## config.mk

```make
export PLATFORM = sky130hd
export DESIGN_NAME = csht_ctrl
export DESIGN_NICKNAME = d
export VERILOG_FILES = /design/src/csht_pkg.sv /design/src/csht_ctrl.sv
export SDC_FILE = /design/constraint.sdc
export NUM_CORES = 1
export LEC_CHECK = 0
export CAP_MARGIN = 20
export CELL_PAD_IN_SITES_DETAIL_PLACEMENT = 0
export CELL_PAD_IN_SITES_GLOBAL_PLACEMENT = 1
export CORE_AREA = 2 2 39 41
export CTS_BUF_LIST = sky130_fd_sc_hd__clkbuf_16
export CTS_CLUSTER_DIAMETER = 60
export DETAILED_ROUTE_END_ITERATION = 8
export DIE_AREA = 0 0 41 43
export DONT_BUFFER_PORTS = 1
export PLACE_DENSITY_LB_ADDON = 0.1
export SYNTH_ARGS = -nofsm -noshare
export SYNTH_HDL_FRONTEND = slang
export SYNTH_SLANG_ARGS = --single-unit
```

## constraint.sdc

```tcl
create_clock -name clk_i -period 1.28 [get_ports clk_i]
set_input_delay 0.064 -clock clk_i [delete_from_list [all_inputs] [get_ports clk_i]]
set_output_delay 0.064 -clock clk_i [all_outputs]
set_load 0.1 [all_outputs]
```

## src/csht_pkg.sv

```systemverilog
// csht_pkg: shared types and constants of the call-site hash counter table
// no dependencies; used by every module under src except csht_ram

package csht_pkg;

  localparam int unsigned Slots     = 8192;
  localparam int unsigned SlotAw    = $clog2(Slots);
  localparam int unsigned IdW       = 14;
  localparam int unsigned SizeW     = 48;
  localparam int unsigned HashW     = 32;
  localparam int unsigned FramesW   = 5;
  localparam int unsigned DigestW   = 64;
  localparam int unsigned BytesW    = 64;
  localparam int unsigned AllocsW   = 32;
  localparam int unsigned MaxFrames = 20;

  localparam logic [FramesW-1:0] FramesSat = FramesW'(MaxFrames);
  localparam logic [IdW-1:0]     OccLimit  = IdW'(Slots - 1);
  localparam logic [SizeW-1:0]   ThrReset  = SizeW'(16 * 1024);

  localparam logic [1:0] StatusDone      = 2'd0;
  localparam logic [1:0] StatusUntracked = 2'd1;
  localparam logic [1:0] StatusFull      = 2'd2;
  localparam logic [1:0] StatusBadId     = 2'd3;

  localparam logic KindRecord  = 1'b0;
  localparam logic KindRelease = 1'b1;

  localparam logic CfgEnable    = 1'b0;
  localparam logic CfgThreshold = 1'b1;

  typedef struct packed {
    logic                 live;
    logic [HashW-1:0]     hash;
    logic [FramesW-1:0]   frames;
    logic [DigestW-1:0]   digest;
    logic [BytesW-1:0]    bytes;
    logic [AllocsW-1:0]   allocs;
  } entry_t;

  localparam int unsigned EntryW = $bits(entry_t);

  typedef struct packed {
    logic clear;
    logic load;
    logic decode;
    logic read;
    logic check;
  } cmd_t;

  typedef struct packed {
    logic clear_done;
    logic finish_early;
    logic probe_next;
  } sts_t;

endpackage

```

## src/csht_ctrl.sv

```systemverilog
// csht_ctrl: controller state machine (clearing pass, decode, probe loop)
// depends on csht_pkg

module csht_ctrl (
  input  logic          clk_i,
  input  logic          rst_ni,
  input  logic          start_i,
  output logic          busy_o,
  output csht_pkg::cmd_t cmd_o,
  input  csht_pkg::sts_t sts_i
);

  typedef enum logic [4:0] {
    S_CLEAR  = 5'b00001,
    S_IDLE   = 5'b00010,
    S_DECODE = 5'b00100,
    S_READ   = 5'b01000,
    S_CHECK  = 5'b10000
  } state_e;

  state_e state_q, state_d;

  always_comb begin
    state_d = state_q;
    cmd_o   = '0;
    case (state_q)
      S_CLEAR: begin
        cmd_o.clear = 1'b1;
        if (sts_i.clear_done) begin
          state_d = S_IDLE;
        end
      end
      S_IDLE: begin
        if (start_i) begin
          cmd_o.load = 1'b1;
          state_d    = S_DECODE;
        end
      end
      S_DECODE: begin
        cmd_o.decode = 1'b1;
        state_d      = sts_i.finish_early ? S_IDLE : S_READ;
      end
      S_READ: begin
        cmd_o.read = 1'b1;
        state_d    = S_CHECK;
      end
      S_CHECK: begin
        cmd_o.check = 1'b1;
        state_d     = sts_i.probe_next ? S_READ : S_IDLE;
      end
      default: begin
        state_d = S_IDLE;
      end
    endcase
  end

  always_ff @(posedge clk_i or negedge rst_ni) begin
    if (!rst_ni) begin
      state_q <= S_CLEAR;
    end else begin
      state_q <= state_d;
    end
  end

  assign busy_o = (state_q != S_IDLE);

endmodule

```

==> run summary <==
final net count -> 65
Starting Density -> 24.8%
Worst Slack Setup Final -> -0.126 ns
worst hold endpoint -> state_q[2]
sw power -> 0.766 mW
Die Footprint -> 0.00176 sq mm
latest clock arrival within the worst-skew pair -> 0.23 ns
P&R area growth vs syn -> 120%
status -> finished with violations
final critical-path share of the clock period -> 110%
Top Registers -> state_q x5
crit end category -> primary output
Startpoint Class -> register
vias after detailed routing -> 349
Slew @ Worst Pin -> 0.257 ns
Yosys top cell area share -> 29.2%
Root Buffer -> clkbuf_16
Total GRT Usage -> 14.8%
final setup vio count -> 7
mapped cell area -> 343 sq um
FF-to-FF End -> state_q[1]
combinational group share of total power -> 58.8%
H-tree depth -> 1
number of flops mapped to enable cells by yosys -> 0
Fmax achieved -> 711 MHz
post-DP HPWL -> 672 microns
dpl cell area -> 552 sq um
fillcell total -> 119
drt drc -> 0
clock period minus worst slack -> 1.41 ns
final max-slew violation count -> 0
ys async rst share -> 100%
P_int -> 1.07 mW
vias in the first global route -> 374
pre-CTS WS -> 0.00431 ns
R2R Path Start -> state_q[3]
clock skew -> 0.00492 ns
Most used DFF post-synth -> dfrtp_1
Synth Register Bits -> 5
DRT iter0 DRCs -> 4
Die X -> 41 microns
failing checks -> negative setup slack
CP required -> 1.22 ns
largest net degree at the start of global routing -> 11
leakage power -> 0.315 nW
Placeable Area -> 0.00138 sq mm
final antenna-violating net count -> 0
setup TNS -> -0.683 ns
Util after Layout -> 54.5%
clock share of power -> 27.8%
Post-Synthesis Net Count -> 44
Remaining Overflow, GRT -> 0
layout cells sized above 1 -> 67.2%
CTS buffer count -> 3
clk buf depth -> 2
Top reg by flops -> state_q
register area share after synthesis -> 36.9%
Synth warnings -> 0
row count -> 14
Clock transition at path regs -> 0.04 ns
post-route cell area -> 754 sq um
first-pass detailed-route iteration total -> 4
first-pass GRT wire length -> 1640 microns
Setup CP Type -> register to primary output
switching share of power -> 41.8%
R2R setup slack -> -0.05 ns
routed wire length per instance -> 13.4 microns
antenna violations before repair -> 0
RSZ-0062 raised after global routing -> true
Crit path arrival time -> 1.34 ns
Peak VDD IR -> 964 uV
Yosys cell types -> 24
HP Class -> input port to register
max reg flops -> 5
Die H -> 43 microns
hold depth -> 2
Final Hold Vio Count -> 0
Max-slew headroom -> 82.7%
register area -> 130 sq um
final hold slack -> 0.0417 ns
sequential share of power -> 13.5%
CP max FO -> 5
Post-Syn Instances -> 38
hold_sp -> start_i
worst r2r path cells -> 5
largest cells by area after synthesis -> dfrtp_1 29%, dfstp_2 7.7%, nor2_1 6.6%, nor3_1 4.4%, and2b_1 4.4%
PortBufs -> 0
post-synth top area cell -> dfrtp_1
I/O pin count -> 12
Max Cap Violations -> 0
PwrDens -> 2430 mW/mm^2
clk sink count -> 5
multi-input logic area -> 270 sq um
WL final -> 988 microns
Placer Congestion -> 0.808
via/cell ratio -> 4.72
Avg Cell Area, Syn -> 9.02 sq um
Diodes inserted -> 0
CTS tree -> done
==> critical path: stages (launching register included) <==
cell and delay [ns]:
dfrtp_2 0.43, nor3_4 0.25, nand3b_4 0.14, nor2_4 0.12, buf_12 0.18
==> how the worst max path moves through the flow <==
stage | start | to | slack (ns)
after floorplan | state_q[4] | cmd_o[3] | -0.42
final | state_q[3] | cmd_o[3] | -0.13
after global placement | state_q[4] | cmd_o[4] | -0.01
after CTS | state_q[2] | cmd_o[1] | -0.12
after global routing | state_q[3] | cmd_o[3] | -0.21
after detailed placement | state_q[4] | cmd_o[4] | 0.004
==> cell type report <==
| type | count | area share [%] |
|---|---|---|
| clock buffers | 3 | 9.95 |
| multi-input cells | 29 | 35.8 |
| flip-flops and latches | 5 | 17.2 |
| well taps | 16 | 2.65 |
| inverters | 1 | 0.498 |
| repair buffers | 19 | 33.3 |
| clock inverters | 1 | 0.498 |
==> synth_stat cells (2+ instances only) <==
library cell,number
and2b_1,2
dfrtp_1,4
nand2_1,2
nand2b_1,2
nor2_1,6
nor3_1,3
nor4_1,2
==> per-layer routing <==
layer	wire [microns]	vias to the layer above	track usage [%]
li1	-	172	-
met1	347	165	16.4
met5	0	-	0
met3	65	0	5.24
met4	0	0	8.00
met2	575	12	23.4
==> through the flow <==
stage / instances / power, mW
after floorplan: 38 / 0.873
after global placement: 63 / 1.13
after detailed placement: 63 / 1.14
after CTS: 73 / 1.82
after global routing: 74 / 1.92
final: 74 / 1.83
==> layout by cell type (no fill, tap or decap), drive strengths merged <==
cell type | Yosys | final
nor4 | 2 | 2
dlygate4sd3 | 0 | 2
nor2b | 1 | 1
a21oi | 2 | 2
and3b | 1 | 1
nand2b | 2 | 2
nor2 | 6 | 6
nand3b | 2 | 2
a211oi | 1 | 1
and2b | 3 | 3
dfrtp | 4 | 4
clkbuf | 0 | 4
a31oi | 1 | 1
nor3 | 4 | 4
inv | 1 | 2
nand2 | 2 | 2
o31ai | 1 | 1
o21a | 1 | 1
dfstp | 1 | 1
buf | 3 | 16
==> kinds of logic after synthesis <==
kind of cell | share of synthesized area, %
buf+inv | 8.03
flops | 36.9
simple gates | 41.2
compound gates | 13.9
==> power groups by stage <==
stage | clock (mW) | combinational (mW) | sequential (mW)
3_3_place_gp | 0 | 0.898 | 0.232
3_5_place_dp | 0 | 0.906 | 0.234
2_1_floorplan | 0 | 0.645 | 0.229
5_1_grt | 0.530 | 1.14 | 0.251
4_1_cts | 0.505 | 1.07 | 0.241
6_report | 0.508 | 1.08 | 0.246
==> what timing repair did <==
| action | 4_1_cts | 5_1_grt |
|---|---|---|
| gates resized for setup | 16 | 2 |
| hold buffers | 2 | 0 |
| pin swaps | 6 | 1 |
| gates cloned | 0 | 0 |
| endpoints found under the setup margin | 6 | 7 |
| hold endpoints to repair | 7 | 0 |
| setup buffers | 4 | 1 |
(Power assumes the default switching activity.)
